[src/rtl/pka_pkg.sv]
`default_nettype none
package pka_pkg;

	localparam int SYM_W = 9;
	localparam int QTY_W = 32;
	localparam int VAL_W = 64;
	localparam int CNT_W = 32;
	localparam int LIM_W = 10;

	localparam logic [LIM_W-1:0] TABLE_DEPTH = 10'd512;
	localparam logic [LIM_W-1:0] LIMIT_RESET = 10'd512;

	localparam int CMD_DEPTH = 4;
	localparam int CMD_AW = $clog2(CMD_DEPTH);
	localparam int RES_DEPTH = 2;
	localparam int RES_AW = $clog2(RES_DEPTH);

	localparam logic [1:0] CMD_TICK = 2'd0;
	localparam logic [1:0] CMD_READ = 2'd1;
	localparam logic [1:0] CMD_READ_ZERO = 2'd2;

	typedef struct packed {
		logic mode;
		logic [SYM_W-1:0] symbol;
		logic [QTY_W-1:0] quantity;
		logic signed [VAL_W-1:0] price;
	} in_word_t;

	typedef struct packed {
		logic [SYM_W-1:0] symbol_out;
		logic [CNT_W-1:0] trade_count;
		logic signed [VAL_W-1:0] price_sum;
		logic [VAL_W-1:0] quantity_sum;
		logic signed [VAL_W-1:0] lowest_price;
		logic signed [VAL_W-1:0] highest_price;
	} out_word_t;

	typedef struct packed {
		logic [1:0] kind;
		logic [SYM_W-1:0] symbol;
		logic [QTY_W-1:0] quantity;
		logic signed [VAL_W-1:0] price;
	} cmd_t;

	typedef struct packed {
		logic live;
		logic [CNT_W-1:0] count;
		logic signed [VAL_W-1:0] price_sum;
		logic [VAL_W-1:0] qty_sum;
		logic signed [VAL_W-1:0] low;
		logic signed [VAL_W-1:0] high;
	} row_t;

	typedef struct packed {
		logic clearing;
	} back_stat_t;

endpackage
`default_nettype wire

[src/rtl/pka_result_fifo.sv]
`default_nettype none
module pka_result_fifo import pka_pkg::*; (
	input  wire logic clk,
	input  wire logic arst_n,
	input  wire logic res_push,
	input  wire out_word_t res,
	output logic res_room,
	output logic empty,
	input  wire logic pop,
	output out_word_t result
);

	out_word_t slot_q [RES_DEPTH];
	logic [RES_AW-1:0] wr_ptr_q;
	logic [RES_AW-1:0] rd_ptr_q;
	logic [RES_AW:0] cnt_q;
	logic deq;

	assign deq = pop && !empty;
	assign empty = cnt_q == '0;
	assign res_room = cnt_q != (RES_AW+1)'(RES_DEPTH);
	assign result = slot_q[rd_ptr_q];

	always_ff @(posedge clk) begin
		if (res_push) begin
			slot_q[wr_ptr_q] <= res;
		end
	end

	always_ff @(posedge clk or negedge arst_n) begin
		if (!arst_n) begin
			wr_ptr_q <= '0;
			rd_ptr_q <= '0;
			cnt_q <= '0;
		end else begin
			if (res_push) begin
				wr_ptr_q <= wr_ptr_q + 1'b1;
			end
			if (deq) begin
				rd_ptr_q <= rd_ptr_q + 1'b1;
			end
			cnt_q <= cnt_q + (RES_AW+1)'(res_push) - (RES_AW+1)'(deq);
		end
	end

endmodule
`default_nettype wire

[config.mk]
export PLATFORM = sky130hd
export DESIGN_NAME = pka_result_fifo
export DESIGN_NICKNAME = d
export VERILOG_FILES = /design/src/rtl/pka_pkg.sv /design/src/rtl/pka_result_fifo.sv
export SDC_FILE = /design/constraint.sdc
export NUM_CORES = 1
export LEC_CHECK = 0
export BUFFER_PORTS_ARGS = -buffer_cell sky130_fd_sc_hd__clkbuf_2
export CAP_MARGIN = 30
export CORE_ASPECT_RATIO = 0.5
export CORE_MARGIN = 4
export CORE_UTILIZATION = 54
export CTS_BUF_LIST = sky130_fd_sc_hd__clkbuf_8
export DETAILED_ROUTE_END_ITERATION = 10
export PLACE_DENSITY_LB_ADDON = 0.05
export SLEW_MARGIN = 20
export SYNTH_ARGS = -nofsm -noshare
export SYNTH_HDL_FRONTEND = slang
export SYNTH_SLANG_ARGS = --single-unit
[constraint.sdc]
create_clock -name clk -period 20.6 [get_ports clk]
set_input_delay 1.03 -clock clk [delete_from_list [all_inputs] [get_ports clk]]
set_output_delay 1.03 -clock clk [all_outputs]
set_load 0.005 [all_outputs]
==> summary.md <==
| Metric | Value |
|---|---|
| Setup repair bufs after CTS | 0 |
| Cell variety after synth | 15 |
| Max Slew Vio Count | 0 |
| Final instance area | 0.0276 mm2 |
| Total Routing Usage GR | 21.7% |
| RD Place Congestion | 0.808 |
| Max Cap Viol | 0 |
| Inserted Clock Buffers | 82 |
| CTS sink cnt | 598 |
| Clock buffer depth | 3 |
| Fmax achieved | 197 MHz |
| Fin Clk Skew | 0.0185 ns |
| Buffers & Inverters on Critical Path | 4 |
| Pwr dens | 132 mW/mm2 |
| Mapped Area | 0.0225 mm2 |
| DP HPWL | 35500 um |
| Post_cts resized | 0 |
| CTS tree | built |
| GR Overflow Total | 0 |
| Synth top area share | 79.4% |
| First-pass GRT wire length | 72700 um |
| RSZ-0062 raised after global routing | false |
| Worst-path clk slew | 0.06 ns |
| Slew @ Worst Pin | 0.952 ns |
| Port Buffers | 599 |
| Final period util | 24.6% |
| Synth async-reset ratio | 0.669% |
| Critical path class | reg -> out |
| DR DRC count | 0 |
| Largest net degree at the start of global routing | 73 |
| Dpl cell area | 0.0260 mm2 |
| WP data required | 19.57 ns |
| Final setup fails | 0 |
| Vias per cell | 5.07 |
| CP dominant cell by count | buf_4 |
| Syn_nets | 1244 |
| Die area | 0.0451 mm2 |
| Share of cells above drive strength 1 | 60.6% |
| Die width | 296 um |
| Ys flop type | edfxtp_1 |
| Routed WL | 50200 um |
| Synthesis-to-finish area growth | 23.0% |
| Final nets | 1914 |
| Chip height | 152 um |
| Syn Inst Count | 941 |
| Slew headroom | 36.5% |
| I/O pin total | 600 |
| Final ANT Viol Nets | 0 |
| CP Capture Type | output pin |
| H-Tree Depth | 3 |
| Vias in the first global route | 12211 |
| Leakage | 0.0112 uW |
| Slowest CP cell | dfrtp_4 |
| Min-Delay Path Class | in -> async |
| Largest area contributor in the netlist | edfxtp_1 |
| FP Rows | 52 |
| Largest delay contributor family on the critical path | buffers and inverters |
| Hold Buf Count CTS | 0 |
| Largest cells by area after synthesis | edfxtp_1 79%, mux2_4 13%, mux2_2 4.8% |
| Most frequent cell after synthesis | edfxtp_1 |
| Clk root buf | clkbuf_8 |
| Worst-path maximum fanout | 66 |
| Final core occ | 67.8% |
| Worst-path cell chain | buf_4, buf_4, buf_12, mux2_4, clkbuf_2 |
| Initial antenna violation count | 13 |
| Routed length per placed instance | 22.5 um |
| Synthesis Warnings | 0 |
| #FFs+latches synth | 598 |
| DR pass1 iterations | 4 |
| Top cells by count, synth | 594 x edfxtp_1, 201 x mux2_4, 96 x mux2_2 |
| Minimum clock period | 5.07 ns |
| Startpoint types | flip-flop |
| Starting Density | 55.1% |
| Pwr Total | 3650 uW |
| DR iter-0 viols | 564 |
| Sequential share of the synthesized area | 79.9% |
| Skew-Pair Late Insertion Delay | 0.64 ns |
| Worst Hold Slack | 0.214 ns |
| Maximum vdd drop | 0.0000674 V |
| Setup_tns | 0 ns |
| Syn_area_per_cell | 23.9 um2 |
| Worst EP arrival | 4.04 ns |
| Outcome | finished clean |
| EDFF count, synth | 594 |
| Vias | 11297 |
| Crit-path max cell delay | 1.03 ns |
| Core area | 0.0407 mm2 |
| Final hold vios | 0 |
[area by class of cell]
cell class / instances / area (um2)
Multi-Input combinational cell: 308 / 4200
Timing Repair Buffer: 619 / 3290
Antenna cell: 12 / 30.0
Sequential cell: 598 / 17900
Fill cell: 2828 / 13100
Inverter: 2 / 7.51
Clock inverter: 62 / 285
Clock buffer: 88 / 1210
Tap cell: 540 / 676
[worst paths after layout]
check                                end     start  cells past startpoint  slack [ns]
max                          result[122]  rd_ptr_q                      5       15.53
min in group clk                cnt_q[1]  cnt_q[1]                      1        0.52
max in group asynchronous       rd_ptr_q    arst_n                      1       20.23
min                             wr_ptr_q    arst_n                      1        0.21
min reg2reg                     cnt_q[1]  cnt_q[1]                      1        0.52
max reg2reg                slot_q[1][96]  wr_ptr_q                      4       17.31
[state kept, by name, indices dropped and copies added (netlist names)]
signal and cells:
wr_ptr_q 1, cnt_q 2, rd_ptr_q 1, slot_q 594
[routing by layer]
layer	GRT usage (%)	vias to the layer above	share of wire [%]
met5	0	-	0.022
met4	11.1	2	4.8
met3	5.48	132	5.1
li1	-	5137	-
met2	40.4	343	56
met1	22.6	5683	34
[cell usage in the layout, fill, tap and decap left out]
cell / count
and2_4: 1
buf_12: 3
buf_16: 5
buf_4: 12
bufinv_16: 1
clkbuf_2: 599
clkbuf_8: 88
clkinv_1: 18
clkinv_2: 4
clkinvlp_4: 1
dfrtp_1: 3
dfrtp_4: 1
diode_2: 12
edfxtp_1: 594
ha_1: 2
inv_1: 37
inv_6: 2
inv_8: 1
mux2_2: 96
mux2_4: 201
nand2_1: 1
nor2_1: 1
nor2b_4: 1
o21a_1: 1
xnor2_1: 2
xor2_1: 2
[per-stage QoR]
step	setup slack (ns)	cells
after floorplan	5.81	941
after global placement	16.06	2059
after detailed placement	16.06	2063
after CTS	15.36	2213
after global routing	15.30	2229
final	15.53	2229
[worst reg2reg max path, cell delays in order (launching register included)]
cell     delay [ns]
dfrtp_1        0.42
and2_4         0.79
buf_4          0.56
buf_12         0.32
buf_4          0.74
[power breakdown]
group	switching (uW)	total (uW)	internal (uW)
registers	82.7	1700	1610
logic	530	1120	587
clock network	424	832	408
[cell families after synthesis]
| logic type | share of synthesized area, % |
|---|---|
| muxes | 18.3 |
| buffers and inverters | 1.49 |
| DFF | 79.9 |
| adders and majority gates | 0.111 |
| and+or+nand+nor | 0.0891 |
| xor gates and xnor gates | 0.156 |
| AOI/OAI and AO/OA | 0.0334 |
(Power assumes the default switching activity.)
