===== src/rtl/pka_pkg.sv =====
`default_nettype none
package pka_pkg;

	localparam int SYM_W = 9;
	localparam int QTY_W = 32;
	localparam int VAL_W = 64;
	localparam int CNT_W = 32;
	localparam int LIM_W = 10;

	localparam logic [LIM_W-1:0] TABLE_DEPTH = 10'd512;
	localparam logic [LIM_W-1:0] LIMIT_RESET = 10'd512;

	localparam int CMD_DEPTH = 4;
	localparam int CMD_AW = $clog2(CMD_DEPTH);
	localparam int RES_DEPTH = 2;
	localparam int RES_AW = $clog2(RES_DEPTH);

	localparam logic [1:0] CMD_TICK = 2'd0;
	localparam logic [1:0] CMD_READ = 2'd1;
	localparam logic [1:0] CMD_READ_ZERO = 2'd2;

	typedef struct packed {
		logic mode;
		logic [SYM_W-1:0] symbol;
		logic [QTY_W-1:0] quantity;
		logic signed [VAL_W-1:0] price;
	} in_word_t;

	typedef struct packed {
		logic [SYM_W-1:0] symbol_out;
		logic [CNT_W-1:0] trade_count;
		logic signed [VAL_W-1:0] price_sum;
		logic [VAL_W-1:0] quantity_sum;
		logic signed [VAL_W-1:0] lowest_price;
		logic signed [VAL_W-1:0] highest_price;
	} out_word_t;

	typedef struct packed {
		logic [1:0] kind;
		logic [SYM_W-1:0] symbol;
		logic [QTY_W-1:0] quantity;
		logic signed [VAL_W-1:0] price;
	} cmd_t;

	typedef struct packed {
		logic live;
		logic [CNT_W-1:0] count;
		logic signed [VAL_W-1:0] price_sum;
		logic [VAL_W-1:0] qty_sum;
		logic signed [VAL_W-1:0] low;
		logic signed [VAL_W-1:0] high;
	} row_t;

	typedef struct packed {
		logic clearing;
	} back_stat_t;

endpackage
`default_nettype wire


===== src/rtl/pka_front.sv =====
`default_nettype none
module pka_front import pka_pkg::*; (
	input  wire logic clk,
	input  wire logic arst_n,
	input  wire logic push,
	output logic full,
	input  wire in_word_t item,
	input  wire logic [LIM_W-1:0] limit,
	input  wire back_stat_t stat,
	output cmd_t cmd,
	output logic cmd_valid,
	input  wire logic cmd_take
);

	cmd_t slot_q [CMD_DEPTH];
	logic [CMD_AW-1:0] wr_ptr_q;
	logic [CMD_AW-1:0] rd_ptr_q;
	logic [CMD_AW:0] cnt_q;

	logic [LIM_W-1:0] lim;
	logic in_use;
	logic accept;
	logic enq;
	logic deq;
	cmd_t new_cmd;

	assign lim = (limit > TABLE_DEPTH) ? TABLE_DEPTH : limit;
	assign in_use = {1'b0, item.symbol} < lim;
	assign full = stat.clearing || (cnt_q == (CMD_AW+1)'(CMD_DEPTH));
	assign accept = push && !full;
	// out-of-use ticks are dropped here
	assign enq = accept && (item.mode || in_use);
	assign deq = cmd_take && cmd_valid;

	always_comb begin
		new_cmd.symbol = item.symbol;
		new_cmd.quantity = item.quantity;
		new_cmd.price = item.price;
		if (!item.mode) begin
			new_cmd.kind = CMD_TICK;
		end else if (in_use) begin
			new_cmd.kind = CMD_READ;
		end else begin
			new_cmd.kind = CMD_READ_ZERO;
		end
	end

	always_ff @(posedge clk) begin
		if (enq) begin
			slot_q[wr_ptr_q] <= new_cmd;
		end
	end

	always_ff @(posedge clk or negedge arst_n) begin
		if (!arst_n) begin
			wr_ptr_q <= '0;
			rd_ptr_q <= '0;
			cnt_q <= '0;
		end else begin
			if (enq) begin
				wr_ptr_q <= wr_ptr_q + 1'b1;
			end
			if (deq) begin
				rd_ptr_q <= rd_ptr_q + 1'b1;
			end
			cnt_q <= cnt_q + (CMD_AW+1)'(enq) - (CMD_AW+1)'(deq);
		end
	end

	assign cmd = slot_q[rd_ptr_q];
	assign cmd_valid = cnt_q != '0;

endmodule
`default_nettype wire


===== config.mk =====
export PLATFORM = sky130hd
export DESIGN_NAME = pka_front
export DESIGN_NICKNAME = d
export VERILOG_FILES = /design/src/rtl/pka_pkg.sv /design/src/rtl/pka_front.sv
export SDC_FILE = /design/constraint.sdc
export NUM_CORES = 1
export LEC_CHECK = 0
export BUFFER_PORTS_ARGS = -buffer_cell sky130_fd_sc_hd__buf_4
export CAP_MARGIN = 5
export CORE_ASPECT_RATIO = 1.4
export CORE_MARGIN = 2
export CORE_UTILIZATION = 57
export DETAILED_ROUTE_END_ITERATION = 8
export PLACE_DENSITY = 0.9
export SLEW_MARGIN = 20
export SYNTH_ARGS = -nofsm -noshare
export SYNTH_HDL_FRONTEND = slang
export SYNTH_SLANG_ARGS = --single-unit

===== constraint.sdc =====
create_clock -name clk -period 5.3 [get_ports clk]
set_clock_uncertainty 0.15 [all_clocks]
set_input_delay 0.265 -clock clk [delete_from_list [all_inputs] [get_ports clk]]
set_output_delay 0.265 -clock clk [all_outputs]
set_load 0.01 [all_outputs]

==> out/results.ini, run 1 <==
[floorplanning]
num_rows=72
ios=230
die_h_um=203
die-area_mm2=0.0297
core_area_mm2=0.0277
start_util=0.581
die_w_um=146

[routing]
ant_nets=0
detail_route.vias_per_cell=5.73
vias=8048
first_iter_violations=602
dr.pass1.iters=4
drc_errors=0
routedWlPerCell_um=25.1
wl_um=35300

[cts]
cts_sinks=435
post_cts_buffers=0
ctsLongestPathBuffers=3
cts-resized-gates=0
cts-root-buf=clkbuf_16
h-tree-depth=2
tritoncts.num_buffers=39
clk_latency_ns=0.51
clk_pin_slew_worst_paths_ns=0.06
cts_tree=done

[global_routing]
grt_pass1_vias=8639
antenna_found_initial=3
grt_max_degree=58
grt_pass1_wl_um=52400
grt-ovfl-total=0
grt_use_total=0.240

[timing]
finalSetupTns_ns=0
setup_viol=0
worst_pin_slew_ns=0.747
period_needed_ns=3.51
rsz0062_at_grt=false
slew_headroom=0.502
clock.fmax_mhz=285
drv_slew=0
hold_viol_final=0
fin_crit_sh=0.661

[synthesis]
synth_seq_cells=435
syn-cell-area_mm2=0.0161
synthesis.nets=776
synth-edff-count=428
synth.distinct_cells=33
synth-main-ff-cell=edfxtp_1
yosysSeqAreaShare=0.808
avgSynthCellArea_um2=25.2
synthArstFlopShare=0.0161
synthCells=640
synth_warnings=0

[setup_path]
end_kind=register
worstPathRequired_ns=5.33
critPathKind=primary input to register
start_kind=primary input
crit_path_max_fanout=55
crit_arrival_ns=3.53

[power_and_ir_drop]
power_density_mw_per_mm2=481
p_leak_nw=7.11
peakVddDrop_uv=444
power.total_mw=9.93

[layout]
num-fill-cells=1499
layout-drive-gt1-share=0.393
areaGrowthSynthToFinish_pct=28.0
multi_input_area_mm2=0.00295
nets=1142
regArea_mm2=0.0130

[job]
cap_violations=0

[placement]
dp_hpwl_um=20000
portBuffers=229
gp_congestion=0.768

[worst_hold_path]
hp-class=primary input to register

[status]
status=finished clean

## synth_stat cells, types with 2 or more instances
cell type  count  area share
nor2_1         4     0.00093
o21ai_0        5      0.0016
a21o_1         2     0.00093
edfxtp_1     428        0.80
buf_4          2     0.00093
buf_2         13      0.0040
xnor2_1        2      0.0011
ha_1          14       0.011
clkbuf_1       8      0.0019
xor2_1         2      0.0011
nand2b_1       5      0.0019
mux4_2       107        0.15
dfrtp_1        7       0.011
nor3_1         2     0.00062
nand2_1        8      0.0019
inv_1          6      0.0014
and2_1         6      0.0023
a21oi_1        4      0.0012
## worst max-delay path: stages
cell and delay, ns:
buf_4 0.11, nor4_1 0.29, nand2_1 0.10, o41ai_1 0.54, nand2_1 0.15, ha_1 0.33, a21oi_1 0.13, o21ai_0 0.13
o211ai_1 0.19, o311a_2 0.29, and2_4 0.57, buf_12 0.37
## layer usage
layer | GRT usage | share of wire
met1 | 0.290 | 0.35
met2 | 0.445 | 0.57
met3 | 0.0389 | 0.050
met5 | 0 | 0
met4 | 0.0725 | 0.024
## where the power goes
| group | switching (mW) | total [mW] | leakage (nW) | internal (mW) |
|---|---|---|---|---|
| logic | 1.38 | 2.92 | 2.59 | 1.54 |
| clock network | 1.16 | 2.66 | 0.567 | 1.50 |
| registers | 0.199 | 4.34 | 3.96 | 4.14 |
| total | 2.74 | 9.93 | 7.11 | 7.19 |
## state kept, by name (all words and copies together), names as in the netlist
signal and count:
cnt_q 3, rd_ptr_q 2, slot_q 428, wr_ptr_q 2
## final cells by class
type                       count  share of cell area
inverter                       6             0.00109
clock inverter                18             0.00788
timing repair buffer         350               0.144
tap                          370              0.0224
antenna                        3            0.000364
sequential                   435               0.632
clock buffer                  49              0.0491
multi-input combinational    174               0.143
## final timing paths
path	startpoint	end	slack [ns]	depth (start not counted)
min	push	wr_ptr_q[0]$_DFFE_PN0P_	0.05	5
min in group asynchronous	arst_n	rd_ptr_q[0]$_DFFE_PN0P_	0.58	3
max reg2reg	cnt_q[2]$_DFF_PN0_	slot_q[1][104]$_DFFE_PP_	2.84	5
max	limit[5]	slot_q[1][104]$_DFFE_PP_	1.79	12
max in group asynchronous	arst_n	rd_ptr_q[1]$_DFFE_PN0P_	4.15	3
min reg2reg	cnt_q[0]$_DFF_PN0_	cnt_q[0]$_DFF_PN0_	0.38	1
## cell usage in the layout (no fill, tap or decap), types with 6 or more instances in the layout
master	instances
clkinv_1	10
edfxtp_1	428
mux4_2	107
clkbuf_16	39
inv_1	6
nand2_1	8
buf_12	6
buf_4	235
clkbuf_1	10
dlygate4sd3_1	109
ha_1	14
## repair_timing
item | CTS | global route
hold buffers | 109 | 0
endpoints found under the setup margin | 0 | 0
endpoints found under the hold margin | 433 | 0
## kinds of logic (layout without fill, tap and decap cells)
family | Yosys count | after routing | share of synthesized area
compound gates | 14 | 14 | 0.00543
xor+xnor | 4 | 4 | 0.00217
fa+ha+maj | 15 | 15 | 0.0121
buf+inv | 31 | 423 | 0.00916
flops | 435 | 435 | 0.808
mux | 108 | 108 | 0.150
other cells | 0 | 3 | 0
simple gates | 33 | 33 | 0.0123
## through the flow
step	instances	hold slack [ns]	utilization	area, um2	worst slack (ns)
after floorplan	640	-0.181	-	16100	0.105
after global placement	1226	-0.0676	0.662	18400	1.41
after detailed placement	1226	-0.0670	0.662	18400	1.32
after CTS	1402	0.0349	0.743	20600	1.80
after global routing	1405	0.106	0.744	20600	1.34
final	1405	0.0526	0.744	20600	1.79
Power figures use the tool's default switching activity.
==> run 2: changes to the inputs <==
Settings changed: CORE_UTILIZATION 57 to 51, PLACE_DENSITY 0.9 to 0.86.
Clock period 5.3 ns to 2.8 ns, I/O delays scaled along.
==> run 2 against run 1 <==
- the flow now finishes with violations (negative setup slack)
- register-to-register slack got worse by 2.4 ns
- count of clock-buffer cells in the layout increased by 5
- routed wire length increased by 10%
- worst setup slack got worse by 1.8 ns
- hold slack improved by 0.11 ns
- largest power group unchanged
- non-clock buffer count increased by 55
- sequential share of layout area decreased by 3.1 points
==> out/results.ini, run 2 (same netlist as run 1, synthesis figures left out) <==
[status]
status=finished with violations
violations=negative setup slack

[layout]
final_common_cell=edfxtp_1
largest_reg_flops=428
areaGrowthSynthToFinish_pct=34.7
most-common-layout-cells=edfxtp_1, buf_4, dlygate4sd3_1
fin_util=0.693
layout-drive-gt1-share=0.433
nets=1200
top_register=slot_q
num-fill-cells=1795
reg_top3=slot_q: 428 flops, cnt_q: 3 flops

[timing]
clock.fmax_mhz=352
worst_slack_ns=-0.0394
rsz0062_at_grt=true
slew_headroom=0.671
fin_crit_sh=1.01
setup_viol=1
period_needed_ns=2.84
hold_slack_ns=0.166
finalSetupTns_ns=-0.0394
drv_slew=0
hold_viol_final=0
worst_pin_slew_ns=0.493

[routing]
drc_errors=0
vias=8451
first_iter_violations=622
detail_route.vias_per_cell=5.66
routedWlPerCell_um=26.1
wl_um=38900
ant_nets=0
dr.pass1.iters=5

[setup_path]
crit_arrival_ns=3.09
crit_path_max_fanout=3
worstPathRequired_ns=3.06
critPathKind=primary input to register
slowest_delay_ns=0.36
path_cells=buf_8 > nor4_4 > nand2_2 > o41ai_4 > buf_4 > buf_4 > nand2_1 > ha_1 > a21o_1 > a21oi_1 > o311a_4 > inv_2 > ha_4 > inv_4 > ha_4 > fa_2 > xnor2_2
cp_top_family=compound AO/OA/AOI/OAI gates
start_kind=primary input
end_kind=register
cp_slowest_cell=fa_2
path_buf_inv=5

[floorplanning]
ios=230
die-area_mm2=0.0331
start_util=0.515
die_w_um=154
num_rows=77
die_h_um=214
core_area_mm2=0.0313

[cts]
clk_latency_ns=0.52
cts_sinks=435
h-tree-depth=2
cts-root-buf=clkbuf_16
clk_pin_slew_worst_paths_ns=0.06
tritoncts.num_buffers=40
cts_tree=done
ctsLongestPathBuffers=3

[power_and_ir_drop]
p_int_mw=13.9
sequentialPowerShare=0.422
p_sw_frac=0.283
peakVddDrop_uv=555
netSwitchingPower_mw=5.47
power.total_mw=19.3
combPwrFrac=0.323
p_leak_nw=7.57
power_density_mw_per_mm2=890
pwr-share-clk=0.255

[global_routing]
grt_pass1_vias=8704
antenna_found_initial=6
grt_max_degree=48
grt_pass1_wl_um=51900
grt-ovfl-total=0
grt_use_total=0.212

[placement]
gp_congestion=0.796
dp_hpwl_um=20900
portBuffers=229

[worst_hold_path]
hp-class=primary input to register

[job]
cap_violations=0

run 2: changes by cell type in the layout (fill, tap and decap cells not counted), sizes merged:
cell,before,now
clkinvlp,1,0
buf,241,281
bufinv,3,0
diode,3,5
and2,6,8
inv,7,6
clkinv,13,16
clkbuf,49,66
dlygate4sd3,109,112
run 2: metal layers:
metal,up-vias,part of all wire,GRT usage
li1,3592,-,-
met1,4342,0.36,0.257
met2,421,0.54,0.370
met3,94,0.063,0.0374
met4,2,0.041,0.0994
met5,-,0.00026,0
run 2: layout make-up:
type	count	area [um2]	area share
sequential	435	13000	0.600
timing repair buffer	405	3890	0.179
multi-input combinational	176	3100	0.143
clock buffer	54	1070	0.0495
tap	395	494	0.0228
clock inverter	16	72.6	0.00334
inverter	6	25.0	0.00115
antenna	5	12.5	0.000576
run 2: path summary, 6_finish.rpt:
kind / startpoint / end / slack [ns] / cells past startpoint
max: limit[8] / cnt_q[2]$_DFF_PN0_ / -0.04 / 17
min: stat / wr_ptr_q[0]$_DFFE_PN0P_ / 0.17 / 6
max reg2reg: cnt_q[0]$_DFF_PN0_ / cnt_q[2]$_DFF_PN0_ / 0.47 / 7
min reg2reg: cnt_q[0]$_DFF_PN0_ / cnt_q[0]$_DFF_PN0_ / 0.43 / 1
max in group asynchronous: arst_n / rd_ptr_q[1]$_DFFE_PN0P_ / 1.76 / 3
min in group asynchronous: arst_n / cnt_q[0]$_DFF_PN0_ / 0.44 / 3
run 2: worst reg2reg max path: cells and delay by family (launching register included):
family	cells	cell delay (ns)
adders and majority gates	3	0.82
and+or+nand+nor	2	0.67
DFF	1	0.42
xor gates and xnor gates	1	0.14
buffers and inverters	1	0.03
run 2: through the flow:
stage	instances	setup slack, ns	cell area [um2]
floorplan	640	-0.349	16200
global placement	1270	-0.468	18700
detailed placement	1270	-0.526	18700
CTS	1452	0.0321	21000
global route	1492	-0.166	21700
finish	1492	-0.0394	21700
run 2: what timing repair did:
item	in CTS	in global routing
endpoints found under the setup margin	0	349
resized for setup	0	35
buffers inserted	0	14
hold endpoints to repair	438	0
hold buffers	112	0
run 2: power groups by stage:
stage | logic, mW | clock network (mW) | registers [mW]
6_report | 6.25 | 4.92 | 8.15
5_1_grt | 6.56 | 5.22 | 8.19
4_1_cts | 5.90 | 4.92 | 8.13
3_5_place_dp | 5.73 | 0 | 8.26
3_3_place_gp | 5.67 | 0 | 8.21
2_1_floorplan | 3.27 | 0 | 8.07
==> run 3: changes to the inputs <==
Settings changed: CORE_ASPECT_RATIO 1.4 to 0.7, REMOVE_ABC_BUFFERS set to 1.
==> run 3 against run 2 <==
- sequential power rose by 0.5%
- largest cell class unchanged
- die area barely moved
- first-iteration DRC count grew 13%
- register-to-register slack gained 0.05 ns
- the flow still finishes with violations (negative setup slack)
- global-route usage about the same
- critical endpoint is now cnt_q[1]$_DFF_PN0_
- clock power rose by 5.9%
- critical path type unchanged
- maximum frequency fell by 1.6%
- largest power group unchanged
==> out/results.ini, run 3 (same netlist as run 1, synthesis figures left out) <==
[layout]
fin_cells=1536
num-fill-cells=1812
layout-drive-gt1-share=0.452
most-common-layout-cells=edfxtp_1, buf_4, dlygate4sd3_1
multi_input_area_mm2=0.00304
final_common_cell=edfxtp_1
reg_top3=slot_q: 428 flops, cnt_q: 3 flops
regArea_mm2=0.0130
areaGrowthSynthToFinish_pct=34.9
top_register=slot_q
nets=1224
fin_util=0.698
largest_reg_flops=428

[power_and_ir_drop]
power_density_mw_per_mm2=894
power.total_mw=19.4
p_leak_nw=7.65
peakVddDrop_uv=535

[global_routing]
grt_pass1_vias=8790
grt_use_total=0.211
grt_max_degree=46
grt_pass1_wl_um=52300
antenna_found_initial=2
grt-ovfl-total=0

[timing]
period_needed_ns=2.89
slew_headroom=0.679
fin_crit_sh=1.03
rsz0062_at_grt=true
clock.fmax_mhz=346
hold_viol_final=0
worst_pin_slew_ns=0.481
setup_viol=334
drv_slew=0
worst_slack_ns=-0.0868

[cts]
cts_sinks=435
cts-root-buf=clkbuf_16
clk_pin_slew_worst_paths_ns=0.07
cts_tree=done
ctsLongestPathBuffers=3
h-tree-depth=2
clk_latency_ns=0.53
tritoncts.num_buffers=41

[routing]
vias=8350
detail_route.vias_per_cell=5.44
routedWlPerCell_um=22.8
ant_nets=0
first_iter_violations=701
dr.pass1.iters=5
drc_errors=0
wl_um=35100

[setup_path]
slowest_delay_ns=0.43
worstSetupStartpoint=limit[8]
end_kind=register
worstPathRequired_ns=3.05
critPathKind=primary input to register
start_kind=primary input
crit_arrival_ns=3.14
crit_path_max_fanout=4
r2r-start=cnt_q[1]$_DFF_PN0_
cp_slowest_cell=fa_2
path_cells=buf_4 > nor4_4 > nand2_1 > o41ai_2 > buf_4 > nand2_2 > ha_4 > a21oi_2 > o21ai_2 > o211ai_1 > o311a_2 > inv_1 > ha_1 > inv_1 > ha_2 > fa_2

[floorplanning]
num_rows=54
die_h_um=153
die_w_um=216
start_util=0.517
die-area_mm2=0.0331
ios=230
core_area_mm2=0.0311

[placement]
portBuffers=229
gp_congestion=0.795
dp_hpwl_um=22000
dp.cells=1351

[status]
status=finished with violations
violations=negative setup slack

[worst_hold_path]
hold_start=limit[9]
hp-class=primary input to register

[job]
cap_violations=0

[run 3: cell types whose count changed in the layout (fill, tap and decap cells not counted), sizes merged]
| cell | previous run | this run |
|---|---|---|
| and2 | 8 | 6 |
| clkbuf | 66 | 51 |
| buf | 281 | 318 |
| inv | 6 | 9 |
| bufinv | 0 | 2 |
| clkinvlp | 0 | 2 |
| diode | 5 | 2 |
| clkinv | 16 | 11 |
[run 3: path summary, 6_finish.rpt]
| kind | slack, ns | cells after the start | end |
|---|---|---|---|
| worst max-delay path | -0.09 | 16 | cnt_q[1]$_DFF_PN0_ |
| worst min-delay path | 0.15 | 4 | slot_q[2][106]$_DFFE_PP_ |
| worst max register to register | 0.52 | 6 | cnt_q[1]$_DFF_PN0_ |
| worst min register to register | 0.43 | 1 | cnt_q[0]$_DFF_PN0_ |
| max in group asynchronous | 1.76 | 3 | rd_ptr_q[0]$_DFFE_PN0P_ |
| min in group asynchronous | 0.44 | 3 | cnt_q[0]$_DFF_PN0_ |
[run 3: cell type report]
cell class	instances	share of cell area
Inverter	6	0.00104
Timing Repair Buffer	430	0.177
Sequential cell	435	0.599
Tap cell	420	0.0242
Antenna cell	2	0.000230
Multi-Input combinational cell	174	0.140
Clock inverter	18	0.00685
Clock buffer	51	0.0509
[run 3: per-layer routing]
layer	track usage	routed length (um)	vias up
met5	0	0	-
met4	0.0476	694	0
met3	0.0491	2320	50
met2	0.341	17300	322
met1	0.299	14700	4342
li1	-	-	3636
[run 3: timing repair]
action / in CTS / in global routing
resized for setup: 0 / 17
setup endpoints to repair: 0 / 422
setup buffers: 0 / 2
hold buffers: 112 / 0
endpoints found under the hold margin: 438 / 0
[run 3: power by group]
part | switching (mW) | leakage (nW) | internal, mW | total (mW)
combinational | 2.73 | 3.08 | 3.31 | 6.04
clock | 2.22 | 0.610 | 2.99 | 5.21
sequential | 0.354 | 3.96 | 7.84 | 8.19
[run 3: per-stage QoR]
step           area [um2]  setup WS (ns)  setup TNS, ns  hold slack, ns
2_1_floorplan       16000          -2.37       -1229.81          -0.306
3_3_place_gp        19300         -0.521        -116.85          -0.188
3_5_place_dp        19300         -0.554        -129.62          -0.187
4_1_cts             21600         0.0109              0          0.0844
5_1_grt             21700         -0.184         -51.32           0.135
6_report            21700        -0.0868          -5.73           0.148
[run 3: critical path: cells and delay by family]
family | cells | cell delay, ns
compound gates | 5 | 1.04
fa+ha+maj | 4 | 1.11
buf+inv | 4 | 0.42
simple gates | 3 | 0.43
